$ cat config.mk
export PLATFORM = sky130hd
export DESIGN_NAME = linear_scan_priority_queue
export DESIGN_NICKNAME = d
export VERILOG_FILES = /design/src/rtl/lspq_pkg.sv /design/src/rtl/linear_scan_priority_queue.sv
export VERILOG_INCLUDE_DIRS = /design/src /design/src/rtl
export SDC_FILE = /design/constraint.sdc
export NUM_CORES = 1
export LEC_CHECK = 0
export BUFFER_PORTS_ARGS = -buffer_cell sky130_fd_sc_hd__buf_4
export CELL_PAD_IN_SITES_DETAIL_PLACEMENT = 1
export CELL_PAD_IN_SITES_GLOBAL_PLACEMENT = 1
export CORE_AREA = 8 8 320 322
export DETAILED_ROUTE_END_ITERATION = 16
export DIE_AREA = 0 0 328 330
export HOLD_SLACK_MARGIN = 0.03
export PLACE_DENSITY_LB_ADDON = 0.1
export REMOVE_ABC_BUFFERS = 1
export SETUP_SLACK_MARGIN = 0.02
export SYNTH_ARGS = -nofsm -noshare
export SYNTH_HDL_FRONTEND = slang
export SYNTH_SLANG_ARGS = --single-unit
$ cat constraint.sdc
create_clock -name aclk -period 14 [get_ports aclk]
set_input_delay 3.5 -clock aclk [delete_from_list [all_inputs] [get_ports aclk]]
set_output_delay 3.5 -clock aclk [all_outputs]
set_load 0.02 [all_outputs]
$ cat src/rtl/linear_scan_priority_queue_assert.svh
// Assertion macros for the linear scan priority queue.
// Depends on a clock named aclk and an active-low reset named aresetn in the user module.
`ifndef LINEAR_SCAN_PRIORITY_QUEUE_ASSERT_SVH
`define LINEAR_SCAN_PRIORITY_QUEUE_ASSERT_SVH

`ifndef SYNTHESIS

// Check a property on every clock edge outside reset
`define LSPQ_ASSERT(label, prop) \
    label: assert property (@(posedge aclk) disable iff (!aresetn) prop) \
        else $error("lspq: assertion failed");

// Check a property on every clock edge, reset included
`define LSPQ_ASSERT_ALWAYS(label, prop) \
    label: assert property (@(posedge aclk) prop) \
        else $error("lspq: assertion failed");

`else

`define LSPQ_ASSERT(label, prop)
`define LSPQ_ASSERT_ALWAYS(label, prop)

`endif

`endif

$ cat src/rtl/lspq_pkg.sv
// Shared types and constants for the linear scan priority queue.
// No dependencies.
`timescale 1ns / 1ps

package lspq_pkg;

    // Storage geometry
    localparam int DEPTH   = 16;
    localparam int IDX_W   = $clog2(DEPTH);
    localparam int CNT_W   = $clog2(DEPTH + 1);
    localparam int DATA_W  = 32;
    localparam int ENTRY_W = 2 * DATA_W;
    localparam int CMD_W   = 2;

    // Command codes
    localparam logic [CMD_W-1:0] CMD_PUSH  = 2'd0;
    localparam logic [CMD_W-1:0] CMD_POP   = 2'd1;
    localparam logic [CMD_W-1:0] CMD_CLEAR = 2'd2;

    // Reset value of the capacity register
    localparam logic [CNT_W-1:0] CAP_RESET = CNT_W'(DEPTH);

    typedef enum logic [2:0] {
        ST_IDLE,
        ST_EXEC,
        ST_SCAN,
        ST_SHIFT,
        ST_FINISH
    } state_t;

endpackage

$ cat src/rtl/linear_scan_priority_queue.sv
// Linear scan priority queue: top level with the entry memory and its sequencer.
// Depends on lspq_pkg and linear_scan_priority_queue_assert.svh.
`timescale 1ns / 1ps
`include "linear_scan_priority_queue_assert.svh"

// Bounded priority queue of up to 16 value/priority pairs kept in arrival order in
// one 16 x 64 memory (one write and one read port, registered read). Command 0 pushes
// a pair at the tail unless the queue holds the effective capacity (the capacity
// register clamped to 1..16); command 1 pops the entry with the largest signed
// priority, oldest first on ties, and reports it; command 2 empties the queue.
// Every command returns one result with occupancy, empty and full after it.
// Sequence: an item is taken in IDLE and executed in EXEC; push, clear and a pop
// on an empty queue finish in EXEC once the output register is free. A pop of a
// non-empty queue starts the read at the head in EXEC, then the single read port
// scans one entry per cycle in SCAN, moves the entries after the winner toward
// the head one per cycle in SHIFT, and FINISH reports the result once the output
// register is free. A finished result waits in the output register
// while the next item is taken; a second result stalls until the first transfers.
// Write capacity only while the queue is idle.
module linear_scan_priority_queue (
    input  logic                          aclk,
    input  logic                          aresetn,
    // configuration
    input  logic                          cfg_wr_en,
    input  logic [lspq_pkg::CNT_W-1:0]    cfg_wr_data,
    // command channel
    input  logic                          s_valid,
    output logic                          s_ready,
    input  logic [lspq_pkg::CMD_W-1:0]    s_cmd,
    input  logic signed [lspq_pkg::DATA_W-1:0] s_value,
    input  logic signed [lspq_pkg::DATA_W-1:0] s_priority_req,
    // result channel
    output logic                          m_valid,
    input  logic                          m_ready,
    output logic                          m_done_res,
    output logic signed [lspq_pkg::DATA_W-1:0] m_out_value,
    output logic signed [lspq_pkg::DATA_W-1:0] m_out_priority,
    output logic [lspq_pkg::CNT_W-1:0]    m_occupancy,
    output logic                          m_is_empty,
    output logic                          m_is_full
);

    localparam int IDX_W  = lspq_pkg::IDX_W;
    localparam int CNT_W  = lspq_pkg::CNT_W;
    localparam int DATA_W = lspq_pkg::DATA_W;

    lspq_pkg::state_t state_reg, state_next;

    logic [CNT_W-1:0]  cap_reg;
    logic [CNT_W-1:0]  eff_cap;
    logic [CNT_W-1:0]  count_reg, count_next;

    logic [lspq_pkg::CMD_W-1:0] cmd_reg;
    logic [DATA_W-1:0] val_reg;
    logic [DATA_W-1:0] pri_reg;

    logic [IDX_W-1:0]  idx_reg, idx_next;
    logic [IDX_W-1:0]  best_idx_reg, best_idx_next;
    logic [DATA_W-1:0] best_val_reg, best_val_next;
    logic [DATA_W-1:0] best_pri_reg, best_pri_next;

    // memory ports
    logic [lspq_pkg::ENTRY_W-1:0] mem [lspq_pkg::DEPTH];
    logic                         mem_we;
    logic [IDX_W-1:0]             mem_waddr;
    logic [lspq_pkg::ENTRY_W-1:0] mem_wdata;
    logic [IDX_W-1:0]             mem_raddr;
    logic [lspq_pkg::ENTRY_W-1:0] rd_data_reg;
    logic [DATA_W-1:0]            rd_val;
    logic [DATA_W-1:0]            rd_pri;

    // result register
    logic              m_valid_reg, m_valid_next;
    logic              load_res;
    logic              out_free;
    logic              done_next;
    logic [DATA_W-1:0] ov_next;
    logic [DATA_W-1:0] op_next;
    logic              done_reg;
    logic [DATA_W-1:0] ov_reg;
    logic [DATA_W-1:0] op_reg;
    logic [CNT_W-1:0]  occ_reg;
    logic              empty_reg;
    logic              full_reg;

    logic              take_best;
    logic              in_xfer;

    assign rd_val   = rd_data_reg[lspq_pkg::ENTRY_W-1:DATA_W];
    assign rd_pri   = rd_data_reg[DATA_W-1:0];
    assign s_ready  = (state_reg == lspq_pkg::ST_IDLE);
    assign in_xfer  = s_valid && s_ready;
    assign out_free = !m_valid_reg || m_ready;

    // Clamp the capacity register to 1..DEPTH
    always_comb begin
        if (cap_reg == '0) begin
            eff_cap = CNT_W'(1);
        end else if (cap_reg > CNT_W'(lspq_pkg::DEPTH)) begin
            eff_cap = CNT_W'(lspq_pkg::DEPTH);
        end else begin
            eff_cap = cap_reg;
        end
    end

    // Entry memory: one write, one registered read per cycle
    always_ff @(posedge aclk) begin
        if (mem_we) begin
            mem[mem_waddr] <= mem_wdata;
        end
        rd_data_reg <= mem[mem_raddr];
    end

    // Sequencer: execute, scan for the winner, shift the tail down, report
    always_comb begin
        state_next    = state_reg;
        count_next    = count_reg;
        idx_next      = idx_reg;
        best_idx_next = best_idx_reg;
        best_val_next = best_val_reg;
        best_pri_next = best_pri_reg;
        mem_we        = 1'b0;
        mem_waddr     = '0;
        mem_wdata     = '0;
        mem_raddr     = '0;
        load_res      = 1'b0;
        done_next     = 1'b0;
        ov_next       = '0;
        op_next       = '0;
        take_best     = 1'b0;

        case (state_reg)
            lspq_pkg::ST_IDLE: begin
                if (in_xfer) begin
                    state_next = lspq_pkg::ST_EXEC;
                end
            end

            lspq_pkg::ST_EXEC: begin
                if (cmd_reg == lspq_pkg::CMD_POP && count_reg != '0) begin
                    // start the scan at the head
                    mem_raddr  = '0;
                    idx_next   = '0;
                    state_next = lspq_pkg::ST_SCAN;
                end else if (out_free) begin
                    case (cmd_reg)
                        lspq_pkg::CMD_PUSH: begin
                            if (count_reg < eff_cap) begin
                                mem_we     = 1'b1;
                                mem_waddr  = count_reg[IDX_W-1:0];
                                mem_wdata  = {val_reg, pri_reg};
                                count_next = count_reg + CNT_W'(1);
                                done_next  = 1'b1;
                            end
                        end
                        lspq_pkg::CMD_CLEAR: begin
                            count_next = '0;
                            done_next  = 1'b1;
                        end
                        default: begin
                            done_next = 1'b0;
                        end
                    endcase
                    load_res   = 1'b1;
                    state_next = lspq_pkg::ST_IDLE;
                end
            end

            lspq_pkg::ST_SCAN: begin
                // strictly greater keeps the oldest entry on ties
                take_best = (idx_reg == '0) || ($signed(rd_pri) > $signed(best_pri_reg));
                if (take_best) begin
                    best_idx_next = idx_reg;
                    best_val_next = rd_val;
                    best_pri_next = rd_pri;
                end
                if (CNT_W'(idx_reg) + CNT_W'(1) < count_reg) begin
                    mem_raddr = idx_reg + IDX_W'(1);
                    idx_next  = idx_reg + IDX_W'(1);
                end else if (CNT_W'(best_idx_next) + CNT_W'(1) < count_reg) begin
                    // fetch the entry after the winner to start the shift
                    mem_raddr  = best_idx_next + IDX_W'(1);
                    idx_next   = best_idx_next;
                    state_next = lspq_pkg::ST_SHIFT;
                end else begin
                    state_next = lspq_pkg::ST_FINISH;
                end
            end

            lspq_pkg::ST_SHIFT: begin
                // read address always runs ahead of the write address: no overlap
                mem_we    = 1'b1;
                mem_waddr = idx_reg;
                mem_wdata = rd_data_reg;
                if (CNT_W'(idx_reg) + CNT_W'(2) < count_reg) begin
                    mem_raddr = idx_reg + IDX_W'(2);
                    idx_next  = idx_reg + IDX_W'(1);
                end else begin
                    state_next = lspq_pkg::ST_FINISH;
                end
            end

            lspq_pkg::ST_FINISH: begin
                if (out_free) begin
                    count_next = count_reg - CNT_W'(1);
                    done_next  = 1'b1;
                    ov_next    = best_val_reg;
                    op_next    = best_pri_reg;
                    load_res   = 1'b1;
                    state_next = lspq_pkg::ST_IDLE;
                end
            end

            default: begin
                state_next = lspq_pkg::ST_IDLE;
            end
        endcase

        // hold the result until the transfer on the result side
        if (load_res) begin
            m_valid_next = 1'b1;
        end else if (m_ready) begin
            m_valid_next = 1'b0;
        end else begin
            m_valid_next = m_valid_reg;
        end
    end

    // Control registers
    always_ff @(posedge aclk) begin
        if (!aresetn) begin
            state_reg   <= lspq_pkg::ST_IDLE;
            count_reg   <= '0;
            cap_reg     <= lspq_pkg::CAP_RESET;
            m_valid_reg <= 1'b0;
        end else begin
            state_reg   <= state_next;
            count_reg   <= count_next;
            m_valid_reg <= m_valid_next;
            if (cfg_wr_en) begin
                cap_reg <= cfg_wr_data;
            end
        end
    end

    // Datapath registers
    always_ff @(posedge aclk) begin
        if (in_xfer) begin
            cmd_reg <= s_cmd;
            val_reg <= s_value;
            pri_reg <= s_priority_req;
        end
        idx_reg      <= idx_next;
        best_idx_reg <= best_idx_next;
        best_val_reg <= best_val_next;
        best_pri_reg <= best_pri_next;
        if (load_res) begin
            done_reg  <= done_next;
            ov_reg    <= ov_next;
            op_reg    <= op_next;
            occ_reg   <= count_next;
            empty_reg <= (count_next == '0);
            full_reg  <= (count_next >= eff_cap);
        end
    end

    assign m_valid        = m_valid_reg;
    assign m_done_res     = done_reg;
    assign m_out_value    = ov_reg;
    assign m_out_priority = op_reg;
    assign m_occupancy    = occ_reg;
    assign m_is_empty     = empty_reg;
    assign m_is_full      = full_reg;

    // Checks
    `LSPQ_ASSERT(a_count_range, count_reg <= CNT_W'(lspq_pkg::DEPTH))
    `LSPQ_ASSERT(a_scan_in_range, state_reg == lspq_pkg::ST_SCAN |-> CNT_W'(idx_reg) < count_reg)
    `LSPQ_ASSERT(a_shift_src_held, state_reg == lspq_pkg::ST_SHIFT |-> CNT_W'(idx_reg) + CNT_W'(1) < count_reg)
    `LSPQ_ASSERT(a_pop_removes_one, (state_reg == lspq_pkg::ST_FINISH && out_free) |=> (count_reg == $past(count_reg) - CNT_W'(1)) && m_valid_reg)

endmodule

## Word level (Yosys, flattened, before mapping)

Memory sizes are Yosys's and may differ from the RTL's. A register that Yosys moved wholly into a read port is not among the register bits.
Cells that the tools add are included.

| operators by class | value |
|---|---|
| $add $sub $neg | 8 |
| order comparisons | 7 |
| equal/unequal tests | 12 |
| mux-type cells | 52 |
| reduce and logical (&&, ||, !) cells | 17 |

Operator list:

| cell | number |
|---|---|
| $mux W64 | 4 |
| $pmux W64 S2 | 1 |
| $mux W4 | 13 |
| $gt A32 B32 Y1 | 1 |
| $mux W5 | 6 |
| $lt A5 B5 Y1 | 4 |
| $pmux W5 S2 | 2 |
| $mux W3 | 6 |
| $pmux W4 S2 | 2 |
| $pmux W3 S5 | 1 |
| $mux W1 | 12 |
| $pmux W4 S3 | 1 |
| $add A4 B1 Y5 const B | 2 |
| $logic_not A5 Y1 | 2 |
| $add A4 B1 Y4 const B | 2 |
| $ne A2 B2 Y1 const B | 4 |
| $pmux W1 S2 | 4 |
| $eq A3 B2 Y1 const B | 2 |
| $add A4 B2 Y5 const B | 1 |
| $add A5 B1 Y5 const B | 1 |
| $ge A5 B5 Y1 | 1 |
| $gt A5 B5 Y1 const B | 1 |
| $reduce_bool A5 Y1 | 1 |
| $sub A5 B1 Y5 const B | 1 |
| other kinds (18) | 21 |

| storage, ports and cells | value |
|---|---|
| bits in registers | 224 |
| bits in writable memories | 1024 |
| input bits | 76 |
| output and inout bits | 74 |
| word-level logic and storage cells | 114 |
| memories | 1 |

Memories:

| memory | depth | width | rd ports | clocked after memory_dff | write ports | line | RTL |
|---|---|---|---|---|---|---|---|
| mem | 16 | 64 | 1 | 1 | 1 | linear_scan_priority_queue.sv:63 | `logic [lspq_pkg::ENTRY_W-1:0] mem [lspq_pkg::DEPTH];` |

## Depth between registers and ports, before layout

| logic depth | value |
|---|---|
| word-level depth | 11 |
| gate-level depth with buffers | 30 |
| gate-level depth less buffers | 23 |

## Worst setup path after synthesis

No wires, ideal clock.

| timing path | value |
|---|---|
| kind | input port to flip-flop |
| start point | input m_ready |
| end point | memory mem[15][0] (netlist bit) (enable) |
| library setup time | 0.487 ns |
| arrival | 8.353 ns |
| required time | 13.513 ns |
| path slack | 5.160 ns |
| stages on the path | 10 |
| buffers on the path | 2 |
| path through | nand2b_1 clkbuf_1 a311o_1 or4_1 a21oi_1 clkbuf_1 nand2_1 o21ai_0 nand2_1 nor2_1 |

| on the way | value |
|---|---|
| cells in the longest elaborated chain, start to end | 6 |
| elaborated cells on any way between the ends | 9 |
| classes of those cells | mux (8); reduce/logical (1) |

RTL lines:

| element | line | RTL |
|---|---|---|
| from (decl) | linear_scan_priority_queue.sv:34 | `input logic m_ready,` |
| $logic_or A1 B1 Y1 (*) | linear_scan_priority_queue.sv:93 | `assign out_free = !m_valid_reg \|\| m_ready;` |
| $mux W1 | linear_scan_priority_queue.sv:145 | `end else if (out_free) begin` |
| $mux W1 | linear_scan_priority_queue.sv:140 | `if (cmd_reg == lspq_pkg::CMD_POP && count_reg != '0) begin` |
| $pmux W1 S2 | linear_scan_priority_queue.sv:132 | `case (state_reg)` |
| $mux W1 | linear_scan_priority_queue.sv:108 | `if (mem_we) begin` |
| $mux W1 (implied by the code) | linear_scan_priority_queue.sv:109 | `mem[mem_waddr] <= mem_wdata;` |
| to (decl) | linear_scan_priority_queue.sv:63 |  |

Every way passes the cells marked *; elsewhere a longest branch is shown, timed or not.

## Worst setup path after layout

| timing path | value |
|---|---|
| start point | register best_pri_reg[14] |
| end point | register rd_data_reg[50] (netlist bit) (read register of mem) |

| on the way | value |
|---|---|
| cells in the longest elaborated chain, start to end | 9 |
| elaborated cells on any way between the ends | 10 |
| classes of those cells | add/sub (2); order compare (2); mux (5); reduce/logical (1) |

RTL lines:

| element | line | RTL |
|---|---|---|
| from (decl) | linear_scan_priority_queue.sv:60 | `logic [DATA_W-1:0] best_pri_reg, best_pri_next;` |
| from (signal assigned) | linear_scan_priority_queue.sv:256 | `best_pri_reg <= best_pri_next;` |
| $gt A32 B32 Y1 (*) | linear_scan_priority_queue.sv:171 | `take_best = (idx_reg == '0) \|\| ($signed(rd_pri) > $signed(best_pri_reg));` |
| $logic_or A1 B1 Y1 (*) | linear_scan_priority_queue.sv:171 |  |
| $mux W4 (*) | linear_scan_priority_queue.sv:172 | `if (take_best) begin` |
| $mux W4 (*) | linear_scan_priority_queue.sv:132 |  |
| $add A4 B1 Y5 | linear_scan_priority_queue.sv:180 | `end else if (CNT_W'(best_idx_next) + CNT_W'(1) < count_reg) begin` |
| $lt A5 B5 Y1 | linear_scan_priority_queue.sv:180 |  |
| $mux W4 (*) | linear_scan_priority_queue.sv:180 |  |
| $mux W4 (*) | linear_scan_priority_queue.sv:177 | `if (CNT_W'(idx_reg) + CNT_W'(1) < count_reg) begin` |
| $pmux W4 S2 (*) | linear_scan_priority_queue.sv:132 |  |
| to (decl) | linear_scan_priority_queue.sv:68 | `logic [lspq_pkg::ENTRY_W-1:0] rd_data_reg;` |

Every way passes the cells marked *; elsewhere a longest branch is shown, timed or not. The select of a mux whose other input is x is not followed.
A chain may end at the register's enable or synchronous reset.

==> impl_metrics.csv <==
group,metric,value,unit
finish,final_nets,4084,
clock_network,cts_resized,0,
flow_run,max_cap_violations,0,
synth,synth-edff-count,1234,
routing,route.detailed.drc,0,
synth,syn_avg_cell_area,13.9,um2
power,netSwitchingFraction,0.204,
synth,netlist-cell-type-count,83,
power,finalPower,8.19,mW
sta,final.period_utilization,0.617,
clock_network,htree_levels,4,
floorplan,row_count,115,
routing,via_count,35300,
floorplan,core_area,97400,um2
floorplan,die_area,108000,um2
sta,slew-limit-headroom,0.187,
power,p_per_area,135,nW/um2
synth,synth_top_cell_area_share,0.688,
synth,syn_inst,3886,
critical_path,critPathRequiredTime,14.64,ns
placement,portBuffers,149,
clock_network,cts_tree,"done",
placement,placed_cells,5097,
worst_hold_path,min_path_type,"reg -> reg",
floorplan,ios,150,
sta,worstMarginPinSlew,1.22,ns
routing,first_pass_iters,7,
power,power.internal,6.52,mW
clock_network,root_buffer,"clkbuf_16",
critical_path,critPathSlowestCell,"or2_4",
routing,wl_per_cell,29.6,um
critical_path,critPathKind,"reg -> reg",
sta,rsz0062_at_grt,"no",
global_route,overflow,0,
sta,setup_slack,5.36,ns
clock_network,holdBufCountCts,0,
synth,synth.largest_area_cell,"edfxtp_1",
finish,stdcell_count,5348,
synth,ys_seq_area_frac,0.717,
routing,drt_iter0_markers,3357,
critical_path,crit_path_end_kind,"flip-flop",
floorplan,die_x,328,um
clock_network,cts.path.max_buffers,3,
critical_path,cpPeakStageDelay,0.96,ns
critical_path,start_kind,"flip-flop",
synth,synth_flop_cell,"edfxtp_1",
power,power_frac_seq,0.529,
clock_network,clock-sinks,1312,
global_route,antenna_found_initial,5,
critical_path,path_cells,"inv_1 -> ha_1 -> a21oi_1 -> nand2_1 -> a21oi_1 -> o221ai_1 -> a2111o_1 -> and4_4 -> inv_4 -> ha_1 -> xnor2_1 -> ha_1 -> a21oi_1 -> nor2b_1 -> o21ai_0 -> nand2b_1 -> a2111oi_1 -> nand2_1 -> a21oi_2 -> or2_4 -> buf_4 -> a2111oi_0 -> or4_1 -> o211ai_1",
power,p_clk_frac,0.449,
run_status,status,"finished clean",
sta,skew,0.0228,ns
routing,wirelength,158000,um
routing,ant_nets,0,
critical_path,crit_path_max_fanout,72,
sta,setup-violations-final,0,
global_route,grt_pass1_wl,237000,um
sta,min_period,8.64,ns
placement,place_ws,5.28,ns
global_route,track_usage,0.289,
placement,hpwlAfterDp,84400,um
power,p_leak,20.4,nW
clock_network,clk_latency,0.75,ns
synth,ys_seq_elements,1312,
finish,area_growth,12.5,%
synth,yosys_warnings,0,
sta,hold_viol_final,0,
power,p_switching,1.67,mW
critical_path,critPathArrivalTime,9.29,ns
routing,vias_per_cell,6.60,
clock_network,cts_buffers,136,
placement,place_area,56100,um2
synth,ys_async_sr_fraction,0,
clock_network,clk_pin_slew,0.06,ns
placement,gp_congestion,0.838,
sta,hold_ws,0.437,ns
global_route,grt_pass1_vias,37800,
clock_network,post-cts-setup-buffer-count,0,
power,pwr-share-comb,0.022,
floorplan,start_util,0.553,
global_route,grt_max_degree,260,
power,peakVddDrop,120,uV
synth,syn-cell-area,53900,um2
finish,antenna-diode-count,0,
sta,slew_violations,0,
finish,design_area,60600,um2
finish,drive_gt1_frac,0.128,
sta,fmax,116,MHz
finish,largest_register_ffs,1024,
synth,yosys-top-cells-area,"edfxtp_1 (69%), nand2_1 (5.9%), a2111oi_0 (4.0%)",
floorplan,die_h,330,um
Yosys cell counts (61+ instances only):
library cell / instances
o21ai_0: 262
a2111oi_0: 243
a22o_1: 65
edfxtp_1: 1234
dfxtp_1: 78
or4_1: 65
inv_1: 61
mux4_2: 64
nand2_1: 850
clkbuf_1: 218
nand3_1: 203
o211ai_1: 72
layout make-up:
cell class | count | area [um2]
clock inverter | 66 | 649
fill | 9058 | 36800
inverter | 63 | 239
tap | 1287 | 1610
multi-input combinational | 2230 | 14000
timing repair buffer | 205 | 1600
sequential | 1312 | 38600
clock buffer | 185 | 3860
power groups by stage:
stage	clock network, mW	registers (mW)	logic, mW
3_5_place_dp	0	4.42	0.182
3_3_place_gp	0	4.42	0.172
4_1_cts	3.72	4.33	0.183
5_1_grt	3.85	4.34	0.195
2_1_floorplan	0	4.42	0.0778
6_report	3.68	4.33	0.182
layer usage:
metal	global-route usage	routed length (um)	vias up
li1	-	-	15100
met1	0.379	63300	18400
met2	0.484	77700	1464
met3	0.0515	11800	332
met4	0.106	5220	4
met5	0	28	-
placed cells by master (no fill, tap or decap), types with 7 or more instances in the layout:
master,count
a21oi_1,32
nor2_1,26
ha_1,60
edfxtp_1,1234
dfxtp_1,78
inv_1,61
or4_1,65
o211ai_1,72
clkbuf_1,30
a2111oi_0,243
nand4_1,10
a21boi_0,7
nand3_1,201
and2_1,41
and3_1,14
mux2i_1,8
bufinv_16,12
nor2b_1,9
clkinv_2,15
buf_4,200
nand2b_1,8
clkbuf_8,12
a22o_1,65
nor3_1,42
clkbuf_16,143
nor2_4,20
mux4_2,64
o21ai_0,261
nand2_1,849
a21o_1,11
a31oi_1,8
o22ai_1,8
clkinv_1,28
critical path: cells and delay by family (launching register included):
family,cells,cell delay [ns]
compound gates,10,3.71
xor+xnor,1,0.15
fa+ha+maj,3,0.85
buf+inv,3,1.18
flops,1,0.41
simple gates,7,2.21
through the flow:
stage,util,setup TNS (ns)
3_3_place_gp,0.576,0
5_1_grt,0.622,0
3_5_place_dp,0.576,0
2_1_floorplan,-,-399.32
4_1_cts,0.622,0
6_report,0.622,0
cells by family after synthesis:
| family | share of synthesized area |
|---|---|
| XOR/XNOR | 0.000813 |
| buffers and inverters | 0.0267 |
| adder cells (fa/ha/maj) | 0.0139 |
| AO/OA/AOI/OAI | 0.105 |
| multiplexers | 0.0285 |
| AND/OR/NAND/NOR | 0.108 |
| flip-flops | 0.717 |
worst paths after layout:
kind         slack, ns         endpoint             start  cells past startpoint
max               5.36  rd_data_reg[50]  best_pri_reg[14]                     24
min               0.44  best_val_reg[2]   rd_data_reg[34]                      0
max reg2reg       5.36  rd_data_reg[50]  best_pri_reg[14]                     24
min reg2reg       0.44  best_val_reg[2]   rd_data_reg[34]                      0
Note: power is estimated with default switching activity, not from simulation.
